<file path="src/rtl/gfm_pkg.sv">
// ----------------------------------------------------------------------------
// gfm_pkg
// Shared types and constants of the gated frequency meter.
// ----------------------------------------------------------------------------
package gfm_pkg;

  localparam int EDGE_BITS = 16;
  localparam int WORD_W    = 32;
  localparam int HZ_W      = 23;
  localparam int CFG_IDX_W = 2;

  localparam int SCALE_W   = 10;
  localparam int PROD_W    = EDGE_BITS + WORD_W;
  localparam int NUM_W     = PROD_W + SCALE_W;
  localparam int REM_W     = WORD_W + 1;

  localparam int DIV_MHZ_STEPS = WORD_W;
  localparam int CNT_W         = $clog2(DIV_MHZ_STEPS);

  localparam int HZ_PRE_SHIFT   = 3;
  localparam int HZ_ARG_W       = WORD_W + 1 - HZ_PRE_SHIFT;
  localparam int HZ_RECIP_W     = 31;
  localparam int HZ_PROD_W      = HZ_ARG_W + HZ_RECIP_W;
  localparam int HZ_RECIP_SHIFT = 37;

  localparam logic [SCALE_W-1:0]    MILLI_SCALE = SCALE_W'(1000);
  localparam logic [WORD_W-1:0]     HZ_ROUND    = WORD_W'(500);
  localparam logic [HZ_RECIP_W-1:0] HZ_RECIP    = 31'd1099511628;
  localparam logic [WORD_W-1:0]     SAT_VALUE   = {WORD_W{1'b1}};

  localparam logic [WORD_W-1:0] CLOCK_HZ_RESET = WORD_W'(72000000);
  localparam logic [WORD_W-1:0] INTERVAL_RESET = WORD_W'(36000000);

  localparam logic [CFG_IDX_W-1:0] REG_CORE_CLOCK_HZ   = CFG_IDX_W'(0);
  localparam logic [CFG_IDX_W-1:0] REG_UPDATE_INTERVAL = CFG_IDX_W'(1);

  typedef enum logic [3:0] {
    ST_IDLE,
    ST_EVAL,
    ST_MUL1,
    ST_MUL2,
    ST_CHECK,
    ST_DIV_MHZ,
    ST_STORE_MHZ,
    ST_START_HZ,
    ST_MUL_HZ,
    ST_STORE_HZ,
    ST_DONE
  } gfm_state_t;

  typedef struct packed {
    logic capture;
    logic eval;
    logic mul1;
    logic mul2;
    logic check;
    logic div_step;
    logic mul_hz;
    logic store_mhz;
    logic start_hz;
    logic store_hz;
    logic out_load;
  } gfm_cmd_t;

  typedef struct packed {
    logic take;
    logic sat_big;
    logic div_last;
  } gfm_status_t;

endpackage

</file>
<file path="src/rtl/gfm_ctrl.sv">
// ----------------------------------------------------------------------------
// gfm_ctrl
// Sequencer of the meter: steps one poll through evaluation, then if it measures
// the multiplies, the serial divide and hertz scaling, then the output register.
// ----------------------------------------------------------------------------
module gfm_ctrl (
  input  logic                 clk,
  input  logic                 rst,
  input  logic                 in_valid,
  output logic                 in_stall,
  output logic                 out_valid,
  input  logic                 out_stall,
  input  gfm_pkg::gfm_status_t status,
  output gfm_pkg::gfm_cmd_t    cmd
);
  import gfm_pkg::*;

  gfm_state_t state;
  gfm_state_t state_next;
  logic       out_free;

  assign out_free = !out_valid || !out_stall;

  always_ff @(posedge clk) begin
    if (rst) begin
      state <= ST_IDLE;
    end else begin
      state <= state_next;
    end
  end

  always_comb begin
    state_next = state;
    unique case (state)
      ST_IDLE: begin
        if (in_valid) begin
          state_next = ST_EVAL;
        end
      end
      ST_EVAL: begin
        state_next = status.take ? ST_MUL1 : ST_DONE;
      end
      ST_MUL1:  state_next = ST_MUL2;
      ST_MUL2:  state_next = ST_CHECK;
      ST_CHECK: begin
        state_next = status.sat_big ? ST_START_HZ : ST_DIV_MHZ;
      end
      ST_DIV_MHZ: begin
        if (status.div_last) begin
          state_next = ST_STORE_MHZ;
        end
      end
      ST_STORE_MHZ: state_next = ST_START_HZ;
      ST_START_HZ:  state_next = ST_MUL_HZ;
      ST_MUL_HZ:    state_next = ST_STORE_HZ;
      ST_STORE_HZ:  state_next = ST_DONE;
      ST_DONE: begin
        if (out_free) begin
          state_next = ST_IDLE;
        end
      end
      default: state_next = ST_IDLE;
    endcase
  end

  always_comb begin
    cmd      = '0;
    in_stall = 1'b1;
    unique case (state)
      ST_IDLE: begin
        in_stall    = 1'b0;
        cmd.capture = in_valid;
      end
      ST_EVAL:      cmd.eval = 1'b1;
      ST_MUL1:      cmd.mul1 = 1'b1;
      ST_MUL2:      cmd.mul2 = 1'b1;
      ST_CHECK:     cmd.check = 1'b1;
      ST_DIV_MHZ:   cmd.div_step = 1'b1;
      ST_STORE_MHZ: cmd.store_mhz = 1'b1;
      ST_START_HZ:  cmd.start_hz = 1'b1;
      ST_MUL_HZ:    cmd.mul_hz = 1'b1;
      ST_STORE_HZ:  cmd.store_hz = 1'b1;
      ST_DONE:      cmd.out_load = out_free;
      default:      cmd = '0;
    endcase
  end

  always_ff @(posedge clk) begin
    if (rst) begin
      out_valid <= 1'b0;
    end else if (cmd.out_load) begin
      out_valid <= 1'b1;
    end else if (!out_stall) begin
      out_valid <= 1'b0;
    end
  end

endmodule

</file>
<file path="src/rtl/gfm_datapath.sv">
// ----------------------------------------------------------------------------
// gfm_datapath
// Configuration registers, measurement state, multipliers, the restoring
// divider, the reciprocal multiply for hertz and the output register.
// ----------------------------------------------------------------------------
module gfm_datapath (
  input  logic                           clk,
  input  logic                           rst,
  input  logic                           cfg_valid,
  input  logic [gfm_pkg::CFG_IDX_W-1:0]  cfg_index,
  input  logic [gfm_pkg::WORD_W-1:0]     cfg_data,
  input  logic [gfm_pkg::WORD_W-1:0]     poll_cycle,
  input  logic [gfm_pkg::EDGE_BITS-1:0]  edge_count,
  input  gfm_pkg::gfm_cmd_t              cmd,
  output gfm_pkg::gfm_status_t           status,
  output logic                           updated,
  output logic [gfm_pkg::WORD_W-1:0]     freq_millihz,
  output logic [gfm_pkg::HZ_W-1:0]       freq_hz,
  output logic                           saturated
);
  import gfm_pkg::*;

  logic [WORD_W-1:0]    core_clock_hz;
  logic [WORD_W-1:0]    update_interval;

  logic [WORD_W-1:0]    last_cycle;
  logic [EDGE_BITS-1:0] last_edges;
  logic [WORD_W-1:0]    millihz_value;
  logic                 sat_flag;
  logic [HZ_W-1:0]      hz_value;

  logic [WORD_W-1:0]    now_reg;
  logic [EDGE_BITS-1:0] edges_reg;
  logic                 take_reg;
  logic [WORD_W-1:0]    div_reg;
  logic [EDGE_BITS-1:0] delta;
  logic [PROD_W-1:0]    prod;
  logic [NUM_W-1:0]     numer;

  logic [REM_W-1:0]     rem;
  logic [REM_W-1:0]     quo;
  logic [CNT_W-1:0]     div_count;

  logic [HZ_ARG_W-1:0]  hz_arg;
  logic [HZ_PROD_W-1:0] hz_prod;

  logic [WORD_W-1:0]    elapsed;
  logic                 take;
  logic [REM_W-1:0]     shifted;
  logic [REM_W-1:0]     divisor;
  logic                 fits;
  logic [REM_W-1:0]     rem_next;
  logic [WORD_W:0]      hz_sum;

  always_ff @(posedge clk) begin
    if (rst) begin
      core_clock_hz   <= CLOCK_HZ_RESET;
      update_interval <= INTERVAL_RESET;
    end else if (cfg_valid) begin
      unique case (cfg_index)
        REG_CORE_CLOCK_HZ:   core_clock_hz <= cfg_data;
        REG_UPDATE_INTERVAL: update_interval <= cfg_data;
        default: ;
      endcase
    end
  end

  assign elapsed = now_reg - last_cycle;
  assign take    = (elapsed != '0) && (elapsed >= update_interval);

  assign shifted  = {rem[WORD_W-1:0], quo[REM_W-1]};
  assign divisor  = {1'b0, div_reg};
  assign fits     = shifted >= divisor;
  assign rem_next = fits ? (shifted - divisor) : shifted;

  assign hz_sum = {1'b0, millihz_value} + {1'b0, HZ_ROUND};

  assign status.take     = take;
  assign status.sat_big  = (numer >> WORD_W) >= NUM_W'(div_reg);
  assign status.div_last = (div_count == CNT_W'(DIV_MHZ_STEPS - 1));

  always_ff @(posedge clk) begin
    if (cmd.capture) begin
      now_reg   <= poll_cycle;
      edges_reg <= edge_count;
    end
    if (cmd.eval) begin
      take_reg <= take;
      div_reg  <= elapsed;
      delta    <= edges_reg - last_edges;
    end
    if (cmd.mul1) begin
      prod <= PROD_W'(delta) * PROD_W'(core_clock_hz);
    end
    if (cmd.mul2) begin
      numer <= NUM_W'(prod) * NUM_W'(MILLI_SCALE);
    end
    if (cmd.check) begin
      rem       <= REM_W'(numer >> WORD_W);
      quo       <= {numer[WORD_W-1:0], 1'b0};
      div_count <= '0;
    end else if (cmd.div_step) begin
      rem       <= rem_next;
      quo       <= {quo[REM_W-2:0], fits};
      div_count <= div_count + CNT_W'(1);
    end
    if (cmd.start_hz) begin
      hz_arg <= hz_sum[WORD_W:HZ_PRE_SHIFT];
    end
    if (cmd.mul_hz) begin
      hz_prod <= HZ_PROD_W'(hz_arg) * HZ_PROD_W'(HZ_RECIP);
    end
    if (cmd.out_load) begin
      updated      <= take_reg;
      freq_millihz <= millihz_value;
      freq_hz      <= hz_value;
      saturated    <= sat_flag;
    end
  end

  always_ff @(posedge clk) begin
    if (rst) begin
      last_cycle    <= '0;
      last_edges    <= '0;
      millihz_value <= '0;
      sat_flag      <= 1'b0;
      hz_value      <= '0;
    end else begin
      if (cmd.eval && take) begin
        last_cycle <= now_reg;
        last_edges <= edges_reg;
      end
      if (cmd.check && status.sat_big) begin
        millihz_value <= SAT_VALUE;
        sat_flag      <= 1'b1;
      end else if (cmd.store_mhz) begin
        millihz_value <= quo[WORD_W-1:0];
        sat_flag      <= 1'b0;
      end
      if (cmd.store_hz) begin
        hz_value <= hz_prod[HZ_RECIP_SHIFT +: HZ_W];
      end
    end
  end

endmodule

</file>
<file path="src/rtl/gated_frequency_meter.sv">
// ----------------------------------------------------------------------------
// gated_frequency_meter
// Frequency meter that gates a free-running edge count with a cycle
// timestamp and reports the result in millihertz and in hertz.
// ----------------------------------------------------------------------------
// Each beat on the input channel carries a cycle timestamp and an edge count.
// Every input beat yields exactly one output beat that reports the stored
// frequency and whether this poll took a new measurement.
// A poll that is too early goes from acceptance through the evaluation state
// straight to the output register. A poll that measures passes through the
// two multiplies, the 32 steps of the radix-2 divider for the millihertz
// quotient and the hertz scaling. When the quotient saturates the divider is
// skipped. The hertz value comes from a reciprocal multiply in the states
// ST_START_HZ, ST_MUL_HZ and ST_STORE_HZ. One poll is in work at a time, so
// the input is stalled until the result has been loaded into the output
// register.
// The output register holds its beat while out_stall is high; the next
// poll may be accepted and worked on meanwhile and waits only at its end.
// Configuration writes are always ready and are meant for idle periods.
// Reset restores the default clock and interval and clears the stored
// timestamp, edge count, frequency and saturation flag.
// ----------------------------------------------------------------------------
module gated_frequency_meter (
  input  logic                           clk,
  input  logic                           rst,
  input  logic                           cfg_valid,
  output logic                           cfg_ready,
  input  logic [gfm_pkg::CFG_IDX_W-1:0]  cfg_index,
  input  logic [gfm_pkg::WORD_W-1:0]     cfg_data,
  input  logic                           in_valid,
  output logic                           in_stall,
  input  logic [gfm_pkg::WORD_W-1:0]     poll_cycle,
  input  logic [gfm_pkg::EDGE_BITS-1:0]  edge_count,
  output logic                           out_valid,
  input  logic                           out_stall,
  output logic                           updated,
  output logic [gfm_pkg::WORD_W-1:0]     freq_millihz,
  output logic [gfm_pkg::HZ_W-1:0]       freq_hz,
  output logic                           saturated
);
  import gfm_pkg::*;

  gfm_cmd_t    cmd;
  gfm_status_t status;

  assign cfg_ready = 1'b1;

  gfm_ctrl u_ctrl (
    .clk       (clk),
    .rst       (rst),
    .in_valid  (in_valid),
    .in_stall  (in_stall),
    .out_valid (out_valid),
    .out_stall (out_stall),
    .status    (status),
    .cmd       (cmd)
  );

  gfm_datapath u_datapath (
    .clk          (clk),
    .rst          (rst),
    .cfg_valid    (cfg_valid),
    .cfg_index    (cfg_index),
    .cfg_data     (cfg_data),
    .poll_cycle   (poll_cycle),
    .edge_count   (edge_count),
    .cmd          (cmd),
    .status       (status),
    .updated      (updated),
    .freq_millihz (freq_millihz),
    .freq_hz      (freq_hz),
    .saturated    (saturated)
  );

endmodule
</file>
<file path="config.mk">
export PLATFORM = sky130hd
export DESIGN_NAME = gated_frequency_meter
export DESIGN_NICKNAME = d
export VERILOG_FILES = /design/src/rtl/gfm_pkg.sv /design/src/rtl/gfm_ctrl.sv /design/src/rtl/gfm_datapath.sv /design/src/rtl/gated_frequency_meter.sv
export SDC_FILE = /design/constraint.sdc
export NUM_CORES = 2
export LEC_CHECK = 0
export ABC_AREA = 0
export BUFFER_PORTS_ARGS = -buffer_cell sky130_fd_sc_hd__buf_2
export CAP_MARGIN = 5
export CORE_ASPECT_RATIO = 0.6
export CORE_UTILIZATION = 51
export DETAILED_ROUTE_END_ITERATION = 6
export MAX_ROUTING_LAYER = met4
export PLACE_DENSITY = 0.71
export SLEW_MARGIN = 5
export SYNTH_ARGS = -nofsm -noshare
export SYNTH_HDL_FRONTEND = slang
export SYNTH_HIERARCHICAL = 1
export SYNTH_SLANG_ARGS = --single-unit
</file>
<file path="constraint.sdc">
create_clock -name clk -period 10 [get_ports clk]
set_input_delay 1.5 -clock clk [delete_from_list [all_inputs] [get_ports clk]]
set_output_delay 1.5 -clock clk [all_outputs]
set_load 0.01 [all_outputs]
</file>
==> flow_summary.ini <==
[logic_synthesis]
synth_fp_nets = 7978
post_synth_instance_area_mm2 = 0.06248
synth_top_area_share_pct = 28.16
synthesis.instances = 6265
ys_warn_count = 6
synth_largest_area_cell = fa_1
async_reset_ff_share_pct = 0
ys_ff_latch = 553
synth-main-ff-cell = edfxtp_1
ys_seq_area_share_pct = 23.61
synth_edf_count = 368
syn_area_per_cell_um2 = 9.974
synth_cell_types = 93
synthTopCellsByArea = fa_1, edfxtp_1, ha_1

[floorplanning]
dieArea_mm2 = 0.1240
rows = 99
pin_count = 147
core-area_mm2 = 0.1215
die_w_um = 453.9
die_h_um = 273.1
start_util_pct = 51.42

[timing]
finalSetupViolCount = 0
final_max_slew_viol_count = 0
setup_ws_ps = 1533
tightestPinTransition_ps = 1221
post-route-min-period_ps = 8467
skew_ps = 34.50
finalHoldViolations = 0
post-route-period-util_pct = 84.67
rsz0062_at_grt = no
max_slew_margin_pct = 16.52
fmax_mhz = 118.1
setup_tns_ps = 0

[setup_path]
max_stage_delay_ps = 810
crit_arrival_ps = 8850
cp_top_family = adder cells
crit_chain = ha_1, fa_1, fa_1, inv_1, fa_1, inv_1, fa_1, fa_1, fa_1, inv_1, fa_1, inv_1, ha_1, nand3_1, nor4_1, nand3_1, o2111a_1, a221oi_1, a211oi_1, a2bb2oi_1, o22a_1, o21ai_0, a21oi_1, xnor2_1
cp.buffers_inverters = 4
cp.required_ps = 10380
endpoint_kind = register
critical_path_class = reg -> reg
crit_fanout = 10
start_kind = register
worstSetupStartpoint = u_datapath/hz_arg[16]
crit_slowest_cell = edfxtp_1
cp_common_cell = fa_1
worstReg2RegStart = u_datapath/hz_arg[16]

[routing]
drt_wl_total_mm = 154.9
drt_pass1_iterations = 7
drtIter0Drc = 3230
drcViolationCount = 3
final_antenna_net_count = 0
wire_per_inst_um = 19.35
detail_route.vias_per_cell = 5.440
vias = 43530

[placed_design]
pre_cts_ws_ps = 1555
numPortBuffers = 145
gp_congestion = 0.9632
dpl.hpwl_mm = 123.3

[grt]
grt_pass1_wl_mm = 246.8
track_usage_pct = 26.18
grt_max_degree = 100
overflow = 0
grt_pass1_vias = 44620
antenna_found_initial = 4

[finish]
largest_register_ff_count = 55
fill_cells = 10630
final_cell_mix = inv_1, fa_1, ha_1
drive_gt1_share_pct = 5.841
area_growth_pct = 7.247
nets = 8050
largestRegisters = u_datapath/numer: 55 flops, u_datapath/prod: 48 flops, u_datapath/quo: 33 flops
final_common_cell = inv_1
regMostFlops = u_datapath/numer

[outcome]
outcome = finished, violations left
failed_checks = DRC

[cts]
clkSinkCount = 553
hold_buffers = 0
clkTransAtPathRegs_ps = 70
cts_resized = 0
htree_num_levels = 2
clk_latency_ps = 660
postCtsSetupRepairBufs = 0
cts_root_buffer = clkbuf_16
cts_buffer_depth = 3
numCtsBuffers = 57
cts_tree = built

[worst_hold_path]
hp-class = reg -> reg
hp-start = u_datapath/hz_value[9]

[run]
maxCapViolations = 0
## routing by layer
| layer | part of all wire [%] | GRT usage, % | wire length, µm | vias up |
|---|---|---|---|---|
| li1 | - | - | - | 20190 |
| met1 | 47 | 37.68 | 72320 | 21600 |
| met2 | 42 | 37.72 | 65700 | 1567 |
| met3 | 9.1 | 6.266 | 14160 | 175 |
| met4 | 1.7 | 4.703 | 2694 | 0 |
| met5 | 0 | - | 0 | - |
## area by class of cell
| class | count | area [µm²] | area share [%] |
|---|---|---|---|
| Antenna cell | 1 | 2.502 | 0.003734 |
| Multi-Input combinational cell | 4116 | 41750 | 62.31 |
| Tap cell | 1616 | 2022 | 3.017 |
| Inverter | 1412 | 5300 | 7.909 |
| Timing Repair Buffer | 197 | 1122 | 1.675 |
| Sequential cell | 553 | 14750 | 22.02 |
| Clock buffer | 80 | 1742 | 2.599 |
| Clock inverter | 28 | 316.6 | 0.4724 |
## kinds of logic after synthesis
group           Yosys count  synth area share [%]
other cells               1              0.006001
xor+xnor                194                 2.719
mux                     157                 2.593
compound gates          785                 8.200
fa+ha+maj              1626                 43.12
simple gates           1353                 10.06
buf+inv                1596                 9.686
flops                   553                 23.61
## worst register-to-register path: cells and delay by family (launching register included)
kind / cells / cell delay (ps)
and+or+nand+nor: 3 / 760
buffers and inverters: 4 / 200
xor gates and xnor gates: 1 / 150
adders and majority gates: 9 / 4020
DFF: 1 / 810
AOI/OAI and AO/OA: 7 / 2280
## worst paths after layout
path / end / slack (ps) / cells past startpoint
worst min register to register: u_datapath/freq_hz[9] / 430 / 0
worst max register to register: u_datapath/hz_prod[59] / 1530 / 24
worst max-delay path: u_datapath/hz_prod[59] / 1530 / 24
worst min-delay path: u_datapath/freq_hz[9] / 430 / 0
## cell usage after synthesis (118+ instances only)
master / count
mux2i_1: 118
clkbuf_1: 166
fa_1: 879
edfxtp_1: 368
a21oi_1: 289
nor2_1: 238
ha_1: 747
and2_1: 185
dfxtp_1: 185
xnor2_1: 129
inv_1: 1412
nand2_1: 611
## metrics by stage
step	cell area [µm²]	hold WS, ps	std cells	util [%]
final	67010	429.9	8003	55.15
after global routing	67010	442.2	8003	55.15
after CTS	67010	432.7	8002	55.15
after detailed placement	64950	407.3	7894	53.45
after global placement	64950	416.3	7894	53.45
after floorplan	62480	400.3	6265	-
Power is not shown: default switching activity piles up to over one toggle a cycle in this logic, so the estimate is an artifact.
